--- src/rtl/core/mtg_fifo.sv ---
// Small register queue used between the pipeline sections.
module mtg_fifo #(
  parameter int unsigned Width = 8,
  parameter int unsigned Depth = 2
) (
  input  logic             clk_i,
  input  logic             rst_ni,
  input  logic             push_i,
  input  logic [Width-1:0] data_i,
  output logic             full_o,
  input  logic             pop_i,
  output logic [Width-1:0] data_o,
  output logic             empty_o
);

  localparam int unsigned PtrW = (Depth > 1) ? $clog2(Depth) : 1;
  localparam int unsigned CntW = $clog2(Depth + 1);

  logic [Width-1:0] slot_q [Depth];
  logic [PtrW-1:0]  wptr_q, wptr_d, rptr_q, rptr_d;
  logic [CntW-1:0]  cnt_q, cnt_d;
  logic             do_push, do_pop;

  assign full_o  = (cnt_q == CntW'(Depth));
  assign empty_o = (cnt_q == '0);
  assign do_push = push_i && !full_o;
  assign do_pop  = pop_i && !empty_o;
  assign data_o  = slot_q[rptr_q];

  // Pointer and fill count update.
  always_comb begin
    wptr_d = wptr_q;
    rptr_d = rptr_q;
    cnt_d  = cnt_q;
    if (do_push) begin
      wptr_d = (wptr_q == PtrW'(Depth - 1)) ? '0 : wptr_q + 1'b1;
    end
    if (do_pop) begin
      rptr_d = (rptr_q == PtrW'(Depth - 1)) ? '0 : rptr_q + 1'b1;
    end
    if (do_push && !do_pop) begin
      cnt_d = cnt_q + 1'b1;
    end else if (do_pop && !do_push) begin
      cnt_d = cnt_q - 1'b1;
    end
  end

  always_ff @(posedge clk_i or negedge rst_ni) begin
    if (!rst_ni) begin
      wptr_q <= '0;
      rptr_q <= '0;
      cnt_q  <= '0;
    end else begin
      wptr_q <= wptr_d;
      rptr_q <= rptr_d;
      cnt_q  <= cnt_d;
    end
  end

  // Payload storage needs no reset.
  always_ff @(posedge clk_i) begin
    if (do_push) begin
      slot_q[wptr_q] <= data_i;
    end
  end

endmodule

--- config.mk ---
export PLATFORM = sky130hd
export DESIGN_NAME = mtg_fifo
export DESIGN_NICKNAME = d
export VERILOG_FILES = /design/src/rtl/core/mtg_fifo.sv
export SDC_FILE = /design/constraint.sdc
export NUM_CORES = 1
export LEC_CHECK = 0
export BUFFER_PORTS_ARGS = -buffer_cell sky130_fd_sc_hd__buf_4
export CORE_MARGIN = 2
export CORE_UTILIZATION = 25
export DETAILED_ROUTE_END_ITERATION = 8
export PLACE_DENSITY_LB_ADDON = 0.12
export SLEW_MARGIN = 5
export SYNTH_ARGS = -nofsm -noshare
export SYNTH_HDL_FRONTEND = slang
export SYNTH_SLANG_ARGS = --single-unit
--- constraint.sdc ---
create_clock -name clk_i -period 2.9 [get_ports clk_i]
set_input_delay 0.58 -clock clk_i [delete_from_list [all_inputs] [get_ports clk_i]]
set_output_delay 0.58 -clock clk_i [all_outputs]
set_load 0.1 [all_outputs]
# ---- Yosys cells after proc, flatten, opt, wreduce, memory -nomap -nowiden
# Memories as Yosys holds them, arrays and structs flattened.
# Index checks and enable logic that the tools add are counted.
dict set report classes {
  n_eq_ne 1
  mux 6
  n_addsub 4
  reduce_logical 10
}
# op n
set ops {}
lappend ops {{$logic_and A1 B1 Y1} 4}
lappend ops {{$logic_not A1 Y1} 4}
lappend ops {{$mux W1} 4}
lappend ops {{$mux W2} 2}
lappend ops {{$add A1 B1 Y1 const B} 2}
lappend ops {{$add A2 B1 Y2 const B} 1}
lappend ops {{$eq A2 B2 Y1 const B} 1}
lappend ops {{$logic_not A2 Y1} 1}
lappend ops {{$reduce_bool A2 Y1} 1}
lappend ops {{$sub A2 B1 Y2 const B} 1}
dict set report word_totals {
  out_inout_bits 10
  input_bits 12
  wordCells 25
  ff_bits 4
  ramBits 16
  mem_count 1
}
# memory depth width read_ports rd_clocked_by_memory_dff wr line
set memory_table {}
lappend memory_table {slot_q 2 8 1 0 1 19} ;# logic [Width-1:0] slot_q [Depth];

# ---- Longest topological paths before layout
# Gate-level depths: netlist of the first run.
dict set report depth {
  ltp_word 7
  mapped_depth 7
}

# ---- Worst setup path before layout of the first run
# Ideal clock, no wire load.
dict set report synth_path {
  path_kind {register to output}
  startpoint {reg cnt_q[0]}
  endpoint {out empty_o}
  path_slack_ns 0.647
  stages_incl_launch_ff 2
  t_arrival_ns 1.673
  cell_sequence {dfrtp_1 -> nor2_1}
}
dict set report synth_between {
  elab_chain_len 1
}
# item line
set synth_lines {}
lappend synth_lines {{start, declared} 21} ;# logic [CntW-1:0] cnt_q, cnt_d;
lappend synth_lines {{start signal, assigned} 56} ;# cnt_q <= cnt_d;
lappend synth_lines {{$logic_not A2 Y1} 25} ;# assign empty_o = (cnt_q == '0);
lappend synth_lines {{end, declared} 13} ;# output logic empty_o
# Every way passes these cells.

# ---- Worst setup path in the final report of the first run
dict set report layout_path {
  startpoint {reg rptr_q}
  endpoint {out data_o[7]}
}
dict set report layout_between {
  elab_chain_len 1
}
# item line
set layout_lines {}
lappend layout_lines {{start, declared} 20} ;# logic [PtrW-1:0] wptr_q, wptr_d, rptr_q, rptr_d;
lappend layout_lines {{start signal, assigned} 55} ;# rptr_q <= rptr_d;
lappend layout_lines {{$mem_v2 Z2 W8} -}
lappend layout_lines {{end, declared} 12} ;# output logic [Width-1:0] data_o,
# Every way passes these cells.

==> key figures, run 1 <==
Route
  – Via density: between 4 and 5
  – Routed Antenna Nets: 0
  – Initial drt markers: 3
  – WL/cell: 12.3 um
  – Via Count: around 420
  – 1st-pass router iterations: 2
  – Drt total wl: 1250 um
  – Drc violations: 0

Synthesis
  – Synthesized area per cell: 17.8 um^2
  – Mapped Area: between 700 and 800 um^2
  – Synth top area share: between 60% and 70%
  – Mapped Nets: 57
  – FFs w/ async S/R, synth: approximately a fifth
  – Largest cells by area after synthesis: edfxtp_1 (61%), dfrtp_1 (13%), mux2_1 (8.6%), mux2_2 (2.9%), xnor2_1 (2.2%)
  – Register area share after synthesis: between 70% and 80%
  – Unique cell type count in the Yosys netlist: 15
  – Biggest area consumer among synthesized cells: edfxtp_1
  – EDFF count, synth: 16
  – Most frequent cells after synthesis: edfxtp_1 (16), mux2_1 (6), dfrtp_1 (4)
  – Mapped Cells: 44
  – Yosys warnings: 0
  – Seq cells post-synth: 20
  – Count leader, synth: edfxtp_1
  – Main flop type after synthesis: edfxtp_1

Critical path
  – Reg2reg end: slot_q[0][7]
  – Reg2Reg Depth: 3
  – Cell chain of the critical path: mux2_2 -> buf_4
  – Worst path bufs/invs: 1
  – Slowest CP cell: dfrtp_1
  – Worst setup EP type: primary output
  – Reg-to-reg slack, setup: 1270 ps
  – Crit-path max cell delay: a little under 600 ps
  – Reg2reg start: cnt_q[0]
  – Startpoint Class: flop
  – Worst Path Required: roughly 2300 ps
  – Delay-heaviest family, CP: flip-flops
  – Critical path arrival: approximately 1500 ps
  – Crit Path Max Fanout: 9
  – Critical path class: reg -> out

Die
  – Die Span X: between 50 and 60 um
  – Die area: 0.00359 mm^2
  – Io pins: 22
  – Die height: between 50 and 60 um
  – Row count: 20
  – Initial core utilization: between 20% and 30%
  – Std-Cell Core Area: 0.00300 mm^2

CTS
  – CTS tree: built
  – PostCTS Resize Cnt: 0
  – Hold-fix buffer count after cts: 0
  – Clock sinks: 20
  – Post-CTS Setup Repair Bufs: 0
  – Cts bufs inserted: 3
  – Clk_lat worst skew: a little under 300 ps
  – Clk slew on worst S/H paths: around 100 ps
  – # H-tree levels: 1
  – Clk buf depth: 2
  – Root buf cell: clkbuf_4

Timing
  – Setup violators final: 0
  – Tightest Pin Transition: slightly below 700 ps
  – Fin crit period: ~2100 ps
  – Period Utilization, post-route: 71.4%
  – Setup TNS: 0 ps
  – Fin. max-slew vios: 0
  – Fmax: 0.483 GHz
  – Layout Skew: 0.690 ps
  – Final Hold Viols: 0
  – RSZ-0062 raised after global routing: no
  – Worst slew margin: a little over half

GRT
  – First-pass GRT wire length: 1970 um
  – Tot GR Track Use: 7.78%
  – Initial antenna violation count: 0
  – Vias in the first global route: around 440
  – Largest net degree at the start of global routing: 12
  – Overflow left after global routing: 0

Placed design
  – Port Buf Inserts: 21
  – RD Place Congestion: ~0.62
  – Dpl hpwl: 939 um

Run status
  – Outcome: finished, final reports clean

Final layout
  – Antenna diode count: 0
  – Layout area overhead: 28.2%
  – Fillers: about 320
  – Fraction of layout cells with a size suffix above 1: 41.2%
  – Nets: 82

Run
  – Max cap viols: 0

Worst hold path
  – Worst Hold Class: in -> async
==> cell usage in the layout (no fill, tap or decap), drive strengths merged <==
cell type  netlist  final
buf              1     21
edfxtp          16     16
mux2             8      8
dfrtp            4      4
nor2             3      3
clkbuf           0      3
xnor2            3      3
inv              2      2
xor2             2      2
nand2b           1      1
nand2            1      1
o21ai            1      1
and3             1      1
ha               1      1
clkinv           0      1
==> cell families (layout without fill, tap and decap cells) <==
family                     after synthesis  count (layout)  synth area share, %
DFF                                     20              20                 74.2
muxes                                    8               8                 11.5
and+or+nand+nor                          6               6                 3.84
xor gates and xnor gates                 5               5                 6.56
buffers and inverters                    3              27                 1.60
adders and majority gates                1               1                 1.60
AOI/OAI and AO/OA                        1               1                0.639
==> state kept, by name (all words and copies together) (netlist names) <==
| name | count |
|---|---|
| wptr_q | 1 |
| slot_q | 16 |
| cnt_q | 2 |
| rptr_q | 1 |
==> routing by layer <==
| metal | share of wire [%] | track usage (%) |
|---|---|---|
| met2 | 53 | 12.3 |
| met1 | 42 | 9.48 |
| met3 | 4.8 | 2.60 |
| met4 | 0 | 3.81 |
| met5 | 0 | 0 |
==> worst reg2reg max path, delay by kind of cell, from the launching register on <==
| kind | cells | cell delay, ps |
|---|---|---|
| flops | 1 | 450 |
| simple gates | 3 | 820 |
==> worst max-delay path by stage <==
stage               slack, ps     start  cells after the start        end
floorplan                 650  cnt_q[0]                      1    empty_o
global placement         1130    rptr_q                      2  data_o[6]
detailed placement       1130    rptr_q                      2  data_o[6]
CTS                       780    rptr_q                      2  data_o[3]
global route              750    rptr_q                      2  data_o[7]
finish                    830    rptr_q                      2  data_o[7]
==> through the flow <==
stage          hold WS [ps]  std cells  util [%]  setup WS (ps)  instance area, um^2
2_1_floorplan           284         44         -            647                  782
3_3_place_gp            381         97      32.5           1130                  976
3_5_place_dp            381         97      32.5           1130                  976
4_1_cts                49.4        101      33.4            785                 1000
5_1_grt                44.7        101      33.4            752                 1000
6_report               63.4        101      33.4            828                 1000
==> area by class of cell <==
type	count	area, um^2	area share [%]
timing repair buffer	21	158	15.7
inverter	2	7.51	0.749
clock inverter	1	3.75	0.375
sequential	20	581	57.9
tap	33	41.3	4.12
multi-input combinational	21	189	18.9
clock buffer	3	22.5	2.25
Power of run 1 is left out: the tool's default activity adds up to more than one toggle a clock period on the data nets, which glitch-free logic cannot reach.
==> run 2, diff against run 1 <==
Settings changed: ABC_AREA set to 1.
Clock period 2.9 ns to 1.96 ns, I/O delays scaled along.
==> key figures, run 2 <==
Worst hold path
  – Critical hold path startpoint: data_i[1]
  – WHS Endpoint: slot_q[0][1]
  – Hold Path Depth: 1
  – Worst Hold Class: in -> reg

Synthesis
  – Mapped Nets: 86
  – Seq cells post-synth: 20
  – Mux cell area share after synthesis: 0%
  – EDFF count, synth: 16
  – Count leader, synth: nand2_1
  – Mapped Cells: between 70 and 80
  – Most frequent cells after synthesis: nand2_1 (33), edfxtp_1 (16), inv_1 (7)
  – Synth top area share: between 50% and 60%
  – Yosys warnings: 0
  – Simple-Gate Fraction of Synth Area: between 20% and 30%
  – XOR/XNOR Fraction of Synth Area: under 10%
  – Biggest area consumer among synthesized cells: edfxtp_1
  – Register area share after synthesis: 71.7%
  – Unique cell type count in the Yosys netlist: 14
  – Synthesized area per cell: around 11 um^2
  – Largest family of logic cells by synthesized area: simple AND/OR/NAND/NOR gates
  – Main flop type after synthesis: edfxtp_1
  – Adder-cell area share of the yosys netlist: 1.55%
  – Compound-gate portion of the synthesized area: ~1.2%
  – Mapped Area: around 810 um^2
  – Largest cells by area after synthesis: edfxtp_1 (59%), nand2_1 (15%), dfrtp_1 (12%), inv_1 (3.2%), ha_1 (1.5%)
  – FFs w/ async S/R, synth: between 20% and 30%

CTS
  – Clk_lat worst skew: 300 ps
  – # H-tree levels: 1
  – Root buf cell: clkbuf_4
  – Cts bufs inserted: 3
  – Clk buf depth: 2
  – CTS tree: built
  – Clock sinks: 20
  – Post-CTS Setup Repair Bufs: 0
  – Clk slew on worst S/H paths: 120 ps

Final layout
  – Biggest regs: slot_q: 16 flops, cnt_q: 2 flops
  – Storage cell area: 582 um^2
  – Nets: 114
  – Largest register FFs: 16
  – Antenna diode count: 0
  – Fillers: roughly 320
  – Fraction of layout cells with a size suffix above 1: 32.0%
  – Layout area overhead: 36.3%
  – Commonest non-fill, non-tap cell in the layout: nand2_1
  – Commonest non-fill, non-tap cells in the layout: nand2_1 (33), buf_4 (23), edfxtp_1 (16)
  – Multi-input combinational cell area: 201 um^2
  – Largest Register: slot_q

Critical path
  – Critical path arrival: about 1400 ps
  – Reg2reg start: cnt_q[0]
  – Reg2Reg Depth: 6
  – Critical path class: reg -> out
  – Crit-path max cell delay: 510 ps
  – Cell depth of the worst setup path: 4
  – Most common cell on crit path: nand2_1
  – Worst Path Required: 1570 ps
  – Worst setup EP type: primary output
  – Reg-to-reg slack, setup: approximately 520 ps
  – Crit Path Max Fanout: 10
  – Delay-heaviest family, CP: flip-flops
  – Worst path bufs/invs: 2
  – Slowest CP cell: dfrtp_2
  – Worst setup startpoint: rptr_q
  – Reg2reg end: cnt_q[1]
  – Cell chain of the critical path: inv_2 -> nand2_1 -> nand2_1 -> buf_4
  – Startpoint Class: flop

Run
  – Max cap viols: 0

Timing
  – Setup TNS: 0 ps
  – Fmax: between 0.5 and 0.6 GHz
  – Setup violators final: 0
  – Fin crit period: between 1500 and 2000 ps
  – RSZ-0062 raised after global routing: no
  – Worst slew margin: between 70% and 80%
  – Tightest Pin Transition: between 300 and 400 ps
  – Final Hold Viols: 0
  – Fin. max-slew vios: 0
  – Layout Skew: slightly above 8 ps
  – Period Utilization, post-route: between 90% and 100%

Route
  – Routed Antenna Nets: 0
  – 1st-pass router iterations: 4
  – WL/cell: 10.5 um
  – Drt total wl: ~1500 um
  – Initial drt markers: 12
  – Via Count: roughly 540
  – Drc violations: 0
  – Via density: 3.77

GRT
  – First-pass GRT wire length: 2260 um
  – Vias in the first global route: around 530
  – Tot GR Track Use: 8.99%
  – Overflow left after global routing: 0
  – Largest net degree at the start of global routing: 13
  – Initial antenna violation count: 0

Die
  – Io pins: 22
  – Row count: 20
  – Die height: 60.9 um
  – Die Span X: 60.9 um
  – Die area: around 0.0037 mm^2
  – Std-Cell Core Area: about 0.0031 mm^2
  – Initial core utilization: a little over a quarter

Placed design
  – Dpl hpwl: 1150 um
  – Port Buf Inserts: 21
  – RD Place Congestion: 0.689

Run status
  – Outcome: finished, final reports clean
## run 2: changes by cell type in the layout (fill, tap and decap cells not counted), moves of 2 or more
| cell | previous run | this run |
|---|---|---|
| nand2_1 | 0 | 33 |
| o21ai_0 | 0 | 2 |
| nor2_2 | 0 | 2 |
| mux2_2 | 2 | 0 |
| nor2_1 | 3 | 1 |
| inv_1 | 2 | 7 |
| buf_4 | 21 | 23 |
| mux2_1 | 6 | 0 |
| xor2_1 | 2 | 0 |
## run 2: kinds of logic (layout without fill, tap and decap cells)
group	count (synthesis)	count (layout)
compound gates	2	2
xor+xnor	1	1
fa+ha+maj	1	1
buf+inv	9	36
flops	20	20
simple gates	40	40
## run 2: routing by layer
metal / GRT usage [%] / share of wire, %
met4: 5.59 / 1.2
met3: 2.77 / 4.8
met1: 11.3 / 47
met5: 0 / 0
met2: 13.5 / 46
## run 2: timing repair
| action | in CTS | in global routing |
|---|---|---|
| hold buffers | 1 | 0 |
| endpoints found under the hold margin | 4 | 0 |
| endpoints found under the setup margin | 0 | 3 |
| gates resized for setup | 0 | 1 |
## run 2: worst register-to-register path, stage by stage (launching register included)
cell and delay (ps):
dfrtp_1 490, o21ai_0 290, ha_1 310, inv_1 80, nand3_1 70, nand2_1 60, nand2_1 50
## run 2: final cells by class
cell class	instances	area share [%]
flip-flops and latches	20	52.7
multi-input cells	44	18.3
repair buffers	24	16.6
well taps	44	4.99
clock inverters	1	2.72
inverters	8	2.72
clock buffers	3	2.04
## run 2: how the worst max path moves through the flow
stage | endpoint
floorplan | cnt_q[1]
global placement | data_o[6]
detailed placement | data_o[6]
CTS | data_o[6]
global route | data_o[6]
finish | data_o[6]
## run 2: per-stage QoR
step	utilization (%)	instances	hold slack, ps	worst slack (ps)	area [um^2]
detailed placement	33.8	139	196	457	1040
floorplan	-	73	96.4	248	817
CTS	35.8	144	252	95.2	1100
global route	35.9	144	240	69.9	1100
global placement	33.8	139	196	489	1040
finish	35.9	144	269	178	1100
Power of run 2 is left out for the same reason.
==> run 3, diff against run 2 <==
Settings changed: ABC_AREA 1 to unset.
==> key figures, run 3 (same netlist as run 1, synthesis figures left out) <==
Placed design
  – RD Place Congestion: ~0.65
  – DP Cell Count: a little under 100
  – Dpl hpwl: about 930 um
  – Port Buf Inserts: 21
  – Placement-stage cell area: 986 um^2

Final layout
  – Fillers: around 300
  – Antenna diode count: 0
  – Post-Layout Cell Count: 103
  – Nets: 84
  – Layout area overhead: 30.9%
  – Commonest non-fill, non-tap cell in the layout: buf_4
  – Commonest non-fill, non-tap cells in the layout: buf_4 (22), edfxtp_1 (16), mux2_1 (6)
  – Biggest regs: slot_q: 16 flops, cnt_q: 2 flops
  – Multi-input combinational cell area: 191 um^2
  – Storage cell area: about 580 um^2
  – Post-route cell area: between 0.001 and 0.0015 mm^2
  – Largest register FFs: 16
  – Fraction of layout cells with a size suffix above 1: between 40% and 50%
  – Largest Register: slot_q

Die
  – Die Span X: 59.9 um
  – Die area: approximately 0.0036 mm^2
  – Io pins: 22
  – Die height: 59.9 um
  – Initial core utilization: 26.0%
  – Std-Cell Core Area: between 0.003 and 0.004 mm^2
  – Row count: 20

Run status
  – Outcome: finished, final reports clean

CTS
  – Clk_lat worst skew: 290 ps
  – Clk buf depth: 2
  – CTS tree: built
  – Post-CTS Setup Repair Bufs: 0
  – Cts bufs inserted: 3
  – Clock sinks: 20
  – Root buf cell: clkbuf_4
  – Clk slew on worst S/H paths: ~100 ps
  – # H-tree levels: 1

Timing
  – Fin crit period: 1770 ps
  – Period Utilization, post-route: between 90% and 100%
  – Tightest Pin Transition: around 410 ps
  – Fin. max-slew vios: 0
  – Fmax: between 0.5 and 0.6 GHz
  – Final Hold Viols: 0
  – RSZ-0062 raised after global routing: no
  – Setup violators final: 0
  – Worst slew margin: between 70% and 80%
  – Layout Skew: around 5.0 ps
  – Setup TNS: 0 ps

GRT
  – Tot GR Track Use: between 7 and 8%
  – Overflow left after global routing: 0
  – Vias in the first global route: roughly 430
  – Largest net degree at the start of global routing: 12
  – First-pass GRT wire length: ~1800 um
  – Initial antenna violation count: 0

Route
  – Routed Antenna Nets: 0
  – Drc violations: 0
  – Via Count: 404
  – 1st-pass router iterations: 4
  – Via density: ~3.9
  – Drt total wl: between 1000 and 1500 um
  – Initial drt markers: 5
  – WL/cell: 11.4 um

Critical path
  – Critical path arrival: roughly 1400 ps
  – Crit-path max cell delay: around 500 ps
  – Slowest CP cell: dfrtp_2
  – Worst setup EP type: primary output
  – Cell chain of the critical path: mux2_2 -> buf_4
  – Crit Path Max Fanout: 9
  – Reg2reg start: cnt_q[0]
  – Critical path class: reg -> out
  – Worst setup startpoint: rptr_q
  – Startpoint Class: flop
  – Worst Path Required: about 1600 ps

Worst hold path
  – Critical hold path startpoint: data_i[6]
  – Worst Hold Class: in -> reg

Run
  – Max cap viols: 0
-- run 3: cell count changes in the layout (fill, tap and decap cells not counted), sizes merged, moves of 2 or more --
cell | before | now
inv | 8 | 2
mux2 | 0 | 8
nand2 | 33 | 1
xnor2 | 1 | 3
xor2 | 0 | 2
-- run 3: final timing paths --
path	endpoint	slack [ps]	cells after the start
hold reg to reg	wptr_q	530	1
setup / recovery	data_o[2]	190	2
min in group asynchronous	cnt_q[1]	430	2
setup reg to reg	slot_q[0][7]	460	4
max in group asynchronous	rptr_q	1420	2
hold / removal	slot_q[0][6]	280	1
-- run 3: cell type report --
type | instances | area share, %
clock buffers | 3 | 2.20
flip-flops and latches | 20 | 56.8
inverters | 2 | 0.733
well taps | 33 | 4.03
repair buffers | 23 | 17.1
multi-input cells | 21 | 18.7
clock inverters | 1 | 0.367
-- run 3: critical path: cells and delay by family, from the launching register on --
kind,cells,cell delay (ps)
flip-flops,1,500
multiplexers,1,360
buffers and inverters,1,230
-- run 3: what timing repair did --
item,4_1_cts,5_1_grt
gates resized for setup,0,1
hold endpoints to repair,4,0
hold buffers,1,0
endpoints found under the setup margin,0,8
-- run 3: per-stage QoR --
stage	worst slack (ps)	hold slack [ps]	utilization, %
after floorplan	278	96.4	-
after global placement	380	191	32.8
after detailed placement	362	192	32.8
after CTS	23.3	269	34.0
after global routing	106	256	34.1
final	186	282	34.1
-- run 3: routing by layer --
metal	routed length [um]	global-route usage (%)	vias to the layer above	part of all wire, %
li1	-	-	209	-
met1	486	8.09	186	42
met2	628	11.8	9	54
met3	57	3.46	0	4.9
met4	0	3.81	0	0
met5	0	0	-	0
Power of run 3 is left out for the same reason.
